[src/rtl/lsms_pkg.sv]
// Shared types, constants and helpers for the LCD scanline mode sequencer.
// No dependencies; the RTL files refer to this package by scoped names, the bench imports it.
package lsms_pkg;

  localparam int VISIBLE_LINES = 144;
  localparam int LAST_LINE     = 153;
  localparam int MAX_RESULTS   = 4;
  localparam int FIFO_DEPTH    = 2;

  localparam int ACC_W     = 16;
  localparam int LINE_W    = 8;
  localparam int CFG_W     = 10;
  localparam int CYC_W     = 8;
  localparam int RES_IDX_W = $clog2(MAX_RESULTS);
  localparam int CNT_W     = $clog2(MAX_RESULTS + 1);
  localparam int PTR_W     = $clog2(FIFO_DEPTH);
  localparam int FCNT_W    = $clog2(FIFO_DEPTH + 1);

  typedef enum logic [1:0] {
    CFG_SCAN      = 2'd0,
    CFG_TRANSFER  = 2'd1,
    CFG_HBLANK    = 2'd2,
    CFG_WRAP_WAIT = 2'd3
  } cfg_index_t;

  typedef enum logic [2:0] {
    EV_TRANSFER    = 3'd0,
    EV_HBLANK      = 3'd1,
    EV_NEW_LINE    = 3'd2,
    EV_VBLANK_STEP = 3'd3,
    EV_WRAP        = 3'd4
  } event_t;

  typedef enum logic [1:0] {
    MODE_HBLANK   = 2'd0,
    MODE_VBLANK   = 2'd1,
    MODE_SCAN     = 2'd2,
    MODE_TRANSFER = 2'd3
  } mode_t;

  typedef enum logic [1:0] {
    PH_SCAN     = 2'd0,
    PH_TRANSFER = 2'd1,
    PH_HBLANK   = 2'd2
  } phase_t;

  typedef struct packed {
    logic [CFG_W-1:0] scan;
    logic [CFG_W-1:0] transfer;
    logic [CFG_W-1:0] hblank;
    logic [CFG_W-1:0] wrap_wait;
  } cfg_regs_t;

  typedef struct packed {
    logic [CYC_W-1:0]  cycles;
    logic              display_on;
    logic              stopped;
    logic [3:0]        stat_int_enables;
    logic              ie_stat;
    logic              ie_vblank;
    logic [LINE_W-1:0] compare_line;
  } in_item_t;

  typedef struct packed {
    logic [2:0]        event_res;
    logic [LINE_W-1:0] line;
    logic [1:0]        mode;
    logic              coincidence;
    logic              stat_irq;
    logic              vblank_irq;
    logic              frame_done;
    logic              last;
  } out_item_t;

  typedef struct packed {
    event_t            ev;
    logic [LINE_W-1:0] line;
    mode_t             mode;
    logic              coincidence;
    logic              stat_irq;
    logic              vblank_irq;
    logic              frame_done;
  } result_t;

  typedef struct packed {
    result_t [MAX_RESULTS-1:0] res;
    logic [RES_IDX_W-1:0]      last_idx;
  } bundle_t;

  function automatic result_t mk_result(event_t ev, logic [LINE_W-1:0] line, mode_t mode,
                                        logic cf, logic sirq, logic virq, logic fd);
    result_t r;
    r.ev          = ev;
    r.line        = line;
    r.mode        = mode;
    r.coincidence = cf;
    r.stat_irq    = sirq;
    r.vblank_irq  = virq;
    r.frame_done  = fd;
    return r;
  endfunction

endpackage

[src/rtl/lsms_if.sv]
// Valid/ready channel interfaces for sequencer input items and result items.
// Depends on lsms_pkg for the payload types.
interface lsms_in_if;
  logic               valid;
  logic               ready;
  lsms_pkg::in_item_t item;
  modport source(output valid, output item, input ready);
  modport sink(input valid, input item, output ready);
endinterface

interface lsms_out_if;
  logic                valid;
  logic                ready;
  lsms_pkg::out_item_t item;
  modport source(output valid, output item, input ready);
  modport sink(input valid, input item, output ready);
endinterface

[src/rtl/lsms_seq.sv]
// Input register, sequencer state and single-pass step logic.
// Produces one bundle of up to four results per item that yields any result. Depends on lsms_pkg, lsms_if.
module lsms_seq (
  input  logic                clk,
  input  logic                rst,
  lsms_in_if.sink             items,
  input  lsms_pkg::cfg_regs_t cfg,
  input  logic                fifo_ready,
  output logic                push,
  output lsms_pkg::bundle_t   bundle
);

  logic                            ir_valid;
  lsms_pkg::in_item_t              ir;
  logic                            consume;

  logic [lsms_pkg::ACC_W-1:0]      acc;
  logic [lsms_pkg::LINE_W-1:0]     line;
  lsms_pkg::phase_t                phase;
  lsms_pkg::mode_t                 mode;
  logic                            cflag;

  logic [lsms_pkg::ACC_W-1:0]      acc_next;
  logic [lsms_pkg::LINE_W-1:0]     line_next;
  lsms_pkg::phase_t                phase_next;
  lsms_pkg::mode_t                 mode_next;
  logic                            cflag_next;
  logic [lsms_pkg::CNT_W-1:0]      n;
  logic                            ign;

  always_comb begin
    logic [lsms_pkg::ACC_W:0]        sum;
    logic [lsms_pkg::ACC_W-1:0]      a;
    logic [lsms_pkg::LINE_W-1:0]     ln;
    lsms_pkg::phase_t                ph;
    lsms_pkg::mode_t                 md;
    logic                            cf;
    logic [lsms_pkg::CNT_W-1:0]      k;
    logic                            sirq;
    logic                            virq;
    logic                            fd;
    lsms_pkg::bundle_t               b;
    sum  = {1'b0, acc} + (lsms_pkg::ACC_W + 1)'(ir.cycles);
    a    = sum[lsms_pkg::ACC_W] ? '1 : sum[lsms_pkg::ACC_W-1:0];
    ln   = line;
    ph   = phase;
    md   = mode;
    cf   = cflag;
    k    = '0;
    b    = '0;
    sirq = 1'b0;
    virq = 1'b0;
    fd   = 1'b0;
    ign  = !ir.display_on || ir.stopped;
    if (!ign) begin
      if (ln < lsms_pkg::LINE_W'(lsms_pkg::VISIBLE_LINES)) begin
        if (k < lsms_pkg::CNT_W'(lsms_pkg::MAX_RESULTS) && ph == lsms_pkg::PH_SCAN &&
            a >= lsms_pkg::ACC_W'(cfg.scan)) begin
          ph = lsms_pkg::PH_TRANSFER;
          a  = a - lsms_pkg::ACC_W'(cfg.scan);
          md = lsms_pkg::MODE_TRANSFER;
          b.res[k[lsms_pkg::RES_IDX_W-1:0]] =
            lsms_pkg::mk_result(lsms_pkg::EV_TRANSFER, ln, md, cf, 1'b0, 1'b0, 1'b0);
          k = k + 1'b1;
        end
        if (k < lsms_pkg::CNT_W'(lsms_pkg::MAX_RESULTS) && ph == lsms_pkg::PH_TRANSFER &&
            a >= lsms_pkg::ACC_W'(cfg.transfer)) begin
          ph = lsms_pkg::PH_HBLANK;
          a  = a - lsms_pkg::ACC_W'(cfg.transfer);
          md = lsms_pkg::MODE_HBLANK;
          b.res[k[lsms_pkg::RES_IDX_W-1:0]] =
            lsms_pkg::mk_result(lsms_pkg::EV_HBLANK, ln, md, cf,
                                ir.ie_stat && ir.stat_int_enables[0], 1'b0, 1'b0);
          k = k + 1'b1;
        end
        if (k < lsms_pkg::CNT_W'(lsms_pkg::MAX_RESULTS) && ph == lsms_pkg::PH_HBLANK &&
            a >= lsms_pkg::ACC_W'(cfg.hblank)) begin
          ln = ln + lsms_pkg::LINE_W'(1);
          ph = lsms_pkg::PH_SCAN;
          a  = a - lsms_pkg::ACC_W'(cfg.hblank);
          if (ln == lsms_pkg::LINE_W'(lsms_pkg::VISIBLE_LINES)) begin
            md   = lsms_pkg::MODE_VBLANK;
            sirq = ir.ie_stat && ir.stat_int_enables[1];
            virq = ir.ie_vblank;
            fd   = 1'b1;
          end else begin
            md   = lsms_pkg::MODE_SCAN;
            sirq = ir.ie_stat && ir.stat_int_enables[2];
          end
          b.res[k[lsms_pkg::RES_IDX_W-1:0]] =
            lsms_pkg::mk_result(lsms_pkg::EV_NEW_LINE, ln, md, cf, sirq, virq, fd);
          k = k + 1'b1;
        end
      end
      if (k < lsms_pkg::CNT_W'(lsms_pkg::MAX_RESULTS) &&
          ln >= lsms_pkg::LINE_W'(lsms_pkg::VISIBLE_LINES) &&
          ln < lsms_pkg::LINE_W'(lsms_pkg::LAST_LINE) &&
          a >= lsms_pkg::ACC_W'(cfg.hblank)) begin
        ln = ln + lsms_pkg::LINE_W'(1);
        a  = a - lsms_pkg::ACC_W'(cfg.hblank);
        cf = (ir.compare_line == ln);
        b.res[k[lsms_pkg::RES_IDX_W-1:0]] =
          lsms_pkg::mk_result(lsms_pkg::EV_VBLANK_STEP, ln, md, cf,
                              cf && ir.ie_stat && ir.stat_int_enables[3], 1'b0, 1'b0);
        k = k + 1'b1;
      end
      if (k < lsms_pkg::CNT_W'(lsms_pkg::MAX_RESULTS) &&
          ln == lsms_pkg::LINE_W'(lsms_pkg::LAST_LINE) &&
          a >= lsms_pkg::ACC_W'(cfg.wrap_wait)) begin
        ln = '0;
        ph = lsms_pkg::PH_SCAN;
        a  = a - lsms_pkg::ACC_W'(cfg.wrap_wait);
        md = lsms_pkg::MODE_SCAN;
        b.res[k[lsms_pkg::RES_IDX_W-1:0]] =
          lsms_pkg::mk_result(lsms_pkg::EV_WRAP, ln, md, cf,
                              ir.ie_stat && ir.stat_int_enables[2], 1'b0, 1'b0);
        k = k + 1'b1;
      end
    end
    b.last_idx = lsms_pkg::RES_IDX_W'(k - 1'b1);
    if (ign) begin
      acc_next = acc;
    end else begin
      acc_next = a;
    end
    line_next  = ln;
    phase_next = ph;
    mode_next  = md;
    cflag_next = cf;
    n          = k;
    bundle     = b;
  end

  assign consume     = ir_valid && (fifo_ready || n == '0);
  assign push        = consume && n != '0;
  assign items.ready = !rst && (!ir_valid || consume);

  always_ff @(posedge clk) begin
    if (rst) begin
      ir_valid <= 1'b0;
    end else if (items.ready) begin
      ir_valid <= items.valid;
    end
  end

  always_ff @(posedge clk) begin
    if (items.valid && items.ready) begin
      ir <= items.item;
    end
  end

  always_ff @(posedge clk) begin
    if (rst) begin
      acc   <= '0;
      line  <= '0;
      phase <= lsms_pkg::PH_SCAN;
      mode  <= lsms_pkg::MODE_HBLANK;
      cflag <= 1'b0;
    end else if (consume) begin
      acc   <= acc_next;
      line  <= line_next;
      phase <= phase_next;
      mode  <= mode_next;
      cflag <= cflag_next;
    end
  end

  a_ignored_holds: assert property (@(posedge clk) disable iff (rst)
    (consume && ign) |=> ($stable(acc) && $stable(line) && $stable(phase)))
    else $error("ignored item changed sequencer state");

  a_line_range: assert property (@(posedge clk) disable iff (rst)
    line <= lsms_pkg::LINE_W'(lsms_pkg::LAST_LINE))
    else $error("line beyond last line");

  a_no_push_ignored: assert property (@(posedge clk) disable iff (rst)
    (ir_valid && ign) |-> !push)
    else $error("ignored item produced results");

endmodule

[src/rtl/lsms_out.sv]
// Two-entry bundle queue and result serializer: one result transfer per cycle while the receiver is ready.
// Depends on lsms_pkg and lsms_if.
module lsms_out (
  input  logic              clk,
  input  logic              rst,
  input  logic              push,
  input  lsms_pkg::bundle_t bundle,
  output logic              fifo_ready,
  lsms_out_if.source        results
);

  lsms_pkg::bundle_t               q [lsms_pkg::FIFO_DEPTH];
  logic [lsms_pkg::PTR_W-1:0]      wr_ptr;
  logic [lsms_pkg::PTR_W-1:0]      rd_ptr;
  logic [lsms_pkg::FCNT_W-1:0]     cnt;
  logic [lsms_pkg::RES_IDX_W-1:0]  idx;
  lsms_pkg::bundle_t               head;
  lsms_pkg::result_t               r;
  logic                            is_last;
  logic                            xfer;
  logic                            pop;

  assign head       = q[rd_ptr];
  assign r          = head.res[idx];
  assign is_last    = (idx == head.last_idx);
  assign xfer       = results.valid && results.ready;
  assign pop        = xfer && is_last;
  assign fifo_ready = (cnt != lsms_pkg::FCNT_W'(lsms_pkg::FIFO_DEPTH));

  assign results.valid = (cnt != '0);
  always_comb begin
    results.item.event_res   = r.ev;
    results.item.line        = r.line;
    results.item.mode        = r.mode;
    results.item.coincidence = r.coincidence;
    results.item.stat_irq    = r.stat_irq;
    results.item.vblank_irq  = r.vblank_irq;
    results.item.frame_done  = r.frame_done;
    results.item.last        = is_last;
  end

  always_ff @(posedge clk) begin
    if (push) begin
      q[wr_ptr] <= bundle;
    end
  end

  always_ff @(posedge clk) begin
    if (rst) begin
      wr_ptr <= '0;
      rd_ptr <= '0;
      cnt    <= '0;
      idx    <= '0;
    end else begin
      if (push) begin
        wr_ptr <= wr_ptr + lsms_pkg::PTR_W'(1);
      end
      if (pop) begin
        rd_ptr <= rd_ptr + lsms_pkg::PTR_W'(1);
        idx    <= '0;
      end else if (xfer) begin
        idx <= idx + lsms_pkg::RES_IDX_W'(1);
      end
      if (push && !pop) begin
        cnt <= cnt + lsms_pkg::FCNT_W'(1);
      end else if (pop && !push) begin
        cnt <= cnt - lsms_pkg::FCNT_W'(1);
      end
    end
  end

  a_push_room: assert property (@(posedge clk) disable iff (rst)
    push |-> fifo_ready)
    else $error("bundle pushed into full queue");

  a_idx_bound: assert property (@(posedge clk) disable iff (rst)
    results.valid |-> (idx <= head.last_idx))
    else $error("result index past end of bundle");

endmodule

[src/rtl/lcd_scanline_mode_sequencer_core.sv]
// An accepted item is held in the input register; its bundle is written into the result queue
// when the queue has room, and results are offered from the queue head.
// Throughput: one item per cycle while the result queue has room; each result takes one
// output transfer, so an item with k results (up to four) takes k output transfers.
// The two-entry result queue between step logic and output sets the stall point.
// Reset (rst, synchronous) restores register defaults and clears state; no clearing pass.
module lcd_scanline_mode_sequencer_core (
  input  logic                       clk,
  input  logic                       rst,
  input  logic                       cfg_we,
  input  logic [1:0]                 cfg_index,
  input  logic [lsms_pkg::CFG_W-1:0] cfg_data,
  lsms_in_if.sink                    items,
  lsms_out_if.source                 results
);

  lsms_pkg::cfg_regs_t cfg;
  lsms_pkg::bundle_t   bundle;
  logic                push;
  logic                fifo_ready;

  always_ff @(posedge clk) begin
    if (rst) begin
      cfg.scan      <= lsms_pkg::CFG_W'(80);
      cfg.transfer  <= lsms_pkg::CFG_W'(172);
      cfg.hblank    <= lsms_pkg::CFG_W'(204);
      cfg.wrap_wait <= lsms_pkg::CFG_W'(456);
    end else if (cfg_we) begin
      unique case (lsms_pkg::cfg_index_t'(cfg_index))
        lsms_pkg::CFG_SCAN:      cfg.scan      <= cfg_data;
        lsms_pkg::CFG_TRANSFER:  cfg.transfer  <= cfg_data;
        lsms_pkg::CFG_HBLANK:    cfg.hblank    <= cfg_data;
        lsms_pkg::CFG_WRAP_WAIT: cfg.wrap_wait <= cfg_data;
        default: ;
      endcase
    end
  end

  lsms_seq u_seq (
    .clk        (clk),
    .rst        (rst),
    .items      (items),
    .cfg        (cfg),
    .fifo_ready (fifo_ready),
    .push       (push),
    .bundle     (bundle)
  );

  lsms_out u_out (
    .clk        (clk),
    .rst        (rst),
    .push       (push),
    .bundle     (bundle),
    .fifo_ready (fifo_ready),
    .results    (results)
  );

endmodule

[src/flat_wrapper.sv]
// flat-port wrapper written by rule: the top's interface ports become plain ports
module lcd_scanline_mode_sequencer_core_flat 
  (clk, rst, cfg_we, cfg_index, cfg_data, items_valid, items_item, items_ready, results_valid, results_item, results_ready);
  lsms_in_if items_i ();
  lsms_out_if results_i ();
  input  logic clk;
  input  logic rst;
  input  logic cfg_we;
  input  logic [1:0] cfg_index;
  input  logic [lsms_pkg::CFG_W-1:0] cfg_data;
  input wire logic [$bits(items_i.valid)-1:0] items_valid;
  input wire logic [$bits(items_i.item)-1:0] items_item;
  output wire logic [$bits(items_i.ready)-1:0] items_ready;
  output wire logic [$bits(results_i.valid)-1:0] results_valid;
  output wire logic [$bits(results_i.item)-1:0] results_item;
  input wire logic [$bits(results_i.ready)-1:0] results_ready;
  assign items_i.valid = items_valid;
  assign items_i.item = items_item;
  assign items_ready = items_i.ready;
  assign results_valid = results_i.valid;
  assign results_item = results_i.item;
  assign results_i.ready = results_ready;
  lcd_scanline_mode_sequencer_core u_core (.clk(clk), .rst(rst), .cfg_we(cfg_we), .cfg_index(cfg_index), .cfg_data(cfg_data), .items(items_i), .results(results_i));
endmodule
[config.mk]
export PLATFORM = sky130hd
export DESIGN_NAME = lcd_scanline_mode_sequencer_core_flat
export DESIGN_NICKNAME = d
export VERILOG_FILES = /design/src/rtl/lsms_pkg.sv /design/src/rtl/lsms_if.sv /design/src/rtl/lsms_seq.sv /design/src/rtl/lsms_out.sv /design/src/rtl/lcd_scanline_mode_sequencer_core.sv /design/src/flat_wrapper.sv
export SDC_FILE = /design/constraint.sdc
export NUM_CORES = 1
export LEC_CHECK = 0
export ABC_AREA = 1
export BUFFER_PORTS_ARGS = -buffer_cell sky130_fd_sc_hd__buf_4
export CORE_ASPECT_RATIO = 0.8
export CORE_MARGIN = 2
export CORE_UTILIZATION = 40
export CTS_CLUSTER_DIAMETER = 50
export DETAILED_ROUTE_END_ITERATION = 6
export HOLD_SLACK_MARGIN = 0.03
export PLACE_DENSITY = 0.59
export SYNTH_ARGS = -nofsm -noshare
export SYNTH_HDL_FRONTEND = slang
export SYNTH_HIERARCHICAL = 1
export SYNTH_SLANG_ARGS = --single-unit
[constraint.sdc]
create_clock -name clk -period 18.5 [get_ports clk]
set_input_delay 2.775 -clock clk [delete_from_list [all_inputs] [get_ports clk]]
set_output_delay 2.775 -clock clk [all_outputs]
set_load 0.05 [all_outputs]
==> results_dict.tcl <==
set metrics [dict create \
    outcome "finished clean" \
    min_period_ns 17.34 \
    fin_util 0.458 \
    syn_area_um2 17100 \
    critPathSlowestCell "fa_1" \
    cts.path.max_buffers 3 \
    synth_fa_ha_area_frac 0.0618 \
    dieArea_um2 44500 \
    seq_area_frac_synth 0.377 \
    drtIter0Drc 1763 \
    path_clk_slew_ns 0.06 \
    path_common_cell "nand2_1" \
    peakVddDrop_v 0.0000737 \
    fin_nets 2485 \
    avgSynthCellArea_um2 7.38 \
    finalHoldViolations 0 \
    worstPathArrival_ns 14.57 \
    cts_tree "yes" \
    grt_pass1_wl_mm 86.2 \
    synth-compound-area-share 0.126 \
    finalCritPeriodShare 0.937 \
    die_width_um 235 \
    slowest_delay_ns 0.42 \
    track_usage 0.250 \
    drive_above_1_share 0.125 \
    fp.dieH_um 189 \
    synth_edf_count 164 \
    drv_cap 0 \
    overflow 0 \
    cts_buffers 34 \
    slew_violations 0 \
    relSlewSlack 0.277 \
    synth.area.mux_share 0 \
    hp-class "register to register" \
    max_freq_ghz 0.0577 \
    antennaDiodeCount 0 \
    drtPass1Iterations 6 \
    clock_latency_ns 0.53 \
    worstPathMaxFanout 30 \
    htreeDepth 2 \
    wire_per_inst_um 19.2 \
    start_util 0.407 \
    required_ns 15.73 \
    clockRootBuffer "clkbuf_16" \
    synthArstFlopShare 0 \
    cellLeakagePower_nw 8.66 \
    num_vias 15993 \
    start_kind "register" \
    io_pins 61 \
    synth_cell_types 63 \
    yosys.area_share.simple 0.301 \
    routabilityCongestion 0.944 \
    route.detailed.vias_per_inst 5.44 \
    endpoint_kind "primary output" \
    synth_top_family_by_area "simple AND/OR/NAND/NOR gates" \
    area_growth_pct 12.4 \
    rows 67 \
    grt_max_degree 73 \
    dpl.hpwl_mm 42.6 \
    syn_inst 2324 \
    fill_cells 4344 \
    mostFrequentLayoutCells "nand2_1, nor2_1, inv_1" \
    wl_mm 56.4 \
    drtAntennaViolNets 0 \
    synth_ff_type "edfxtp_1" \
    clkSinkCount 241 \
    ys_ff_latch 241 \
    synthesis.nets 2446 \
    remaining_drc_errors 0 \
    synthXorXnorAreaFrac 0.0310 \
    core_area_um2 42100 \
    power_density_nw_per_um2 156 \
    worstMarginPinSlew_ns 1.08 \
    critical_path_class "register to primary output" \
    yosysWarningCount 6 \
    finalSetupTns_ns 0 \
    setup_viol 0 \
    antenna_found_initial 1 \
    grt_pass1_vias 14567 \
    final_common_cell "nand2_1" \
    fin_skew_ns 0.0320 \
    numPortBuffers 60 \
]
-- synth_stat cells (7+ instances only) --
cell type | instances | area share
a211oi_1 | 7 | 0.0031
a21oi_1 | 92 | 0.027
a31oi_1 | 12 | 0.0044
buf_2 | 24 | 0.0070
buf_4 | 17 | 0.0074
buf_6 | 16 | 0.011
clkbuf_1 | 17 | 0.0037
dfxtp_1 | 77 | 0.090
edfxtp_1 | 164 | 0.29
ha_1 | 75 | 0.055
inv_1 | 292 | 0.064
inv_2 | 22 | 0.0048
nand2_1 | 527 | 0.12
nand2_2 | 46 | 0.017
nand3_1 | 140 | 0.041
nand3_2 | 8 | 0.0047
nand4_1 | 54 | 0.020
nor2_1 | 297 | 0.065
nor2_2 | 11 | 0.0040
nor2_4 | 7 | 0.0046
nor3_1 | 26 | 0.0076
nor4_1 | 7 | 0.0026
o211ai_1 | 8 | 0.0035
o21ai_0 | 161 | 0.047
o21ai_1 | 24 | 0.0070
o21bai_1 | 13 | 0.0057
o22ai_1 | 37 | 0.014
or2_2 | 13 | 0.0047
xnor2_1 | 15 | 0.0077
xor2_1 | 40 | 0.020
-- per-stage QoR --
step	area [um^2]	setup WS (ns)	instances	power [mW]	hold WS (ns)
floorplan	17100	1.43	2324	1.84	0.429
global placement	17900	0.576	2867	2.24	0.449
detailed placement	17900	0.0363	2867	2.23	0.452
finish	19300	1.16	2940	3.00	0.467
global route	19300	-0.0439	2940	3.22	0.490
CTS	19000	0.0535	2928	2.92	0.468
-- metal layers --
metal,GRT usage,up-vias,wire (um)
li1,-,7769,-
met1,0.399,7488,28300
met2,0.341,675,21900
met3,0.0507,59,5320
met4,0.0475,2,789
met5,0,-,19
-- flip-flops by register name (all words and copies together) (netlist names), 2 cells and up, named ones only --
signal,cells
u_core/u_seq/ir,24
u_core/u_seq/phase,2
u_core/u_out/cnt,2
u_core/u_out/q,140
u_core/u_seq/acc,16
u_core/u_seq/line,8
u_core/u_seq/mode,2
u_core/u_out/idx,2
u_core/cfg,40
-- cell families after synthesis --
family                   after synthesis
XOR/XNOR                              57
adder cells (fa/ha/maj)               81
buffers and inverters                404
flip-flops                           241
AO/OA/AOI/OAI                        385
AND/OR/NAND/NOR                     1156
-- path summary, 6_finish.rpt --
| check | from | endpoint | slack [ns] | cells after the start |
|---|---|---|---|---|
| worst min register to register | u_core/cfg[16] | u_core/cfg[16] | 0.47 | 2 |
| worst max register to register | u_core/u_seq/ir[16] | u_core/u_out/q[1][27] | 2.96 | 91 |
| worst min-delay path | u_core/cfg[16] | u_core/cfg[16] | 0.47 | 2 |
| worst max-delay path | u_core/u_seq/ir[16] | items_ready | 1.16 | 91 |
-- cell type report --
type	instances	area (um^2)	area share
clock inverter	19	268	0.0139
multi-input combinational	1680	9060	0.470
clock buffer	42	902	0.0468
tap	552	691	0.0359
inverter	321	1230	0.0641
timing repair buffer	85	638	0.0331
sequential	241	6470	0.336
-- repair_timing --
action / in CTS / in global routing
setup buffers: 0 / 11
pin swaps: 0 / 4
cloned: 0 / 1
hold endpoints to repair: 0 / 0
hold buffers: 0 / 0
setup endpoints to repair: 1 / 1
gates resized for setup: 8 / 42
-- critical path, delay by kind of cell, from the launching register on --
| kind | cells | cell delay [ns] |
|---|---|---|
| fa+ha+maj | 11 | 3.38 |
| compound gates | 30 | 4.25 |
| flops | 1 | 0.36 |
| simple gates | 40 | 5.06 |
| buf+inv | 10 | 0.94 |
-- power by group --
| group | switching [mW] | total [mW] | internal, mW |
|---|---|---|---|
| combinational | 1.15 | 1.70 | 0.551 |
| clock | 0.260 | 0.673 | 0.413 |
| sequential | 0.0141 | 0.625 | 0.611 |
| total | 1.43 | 3.00 | 1.57 |
(Power assumes the default switching activity.)
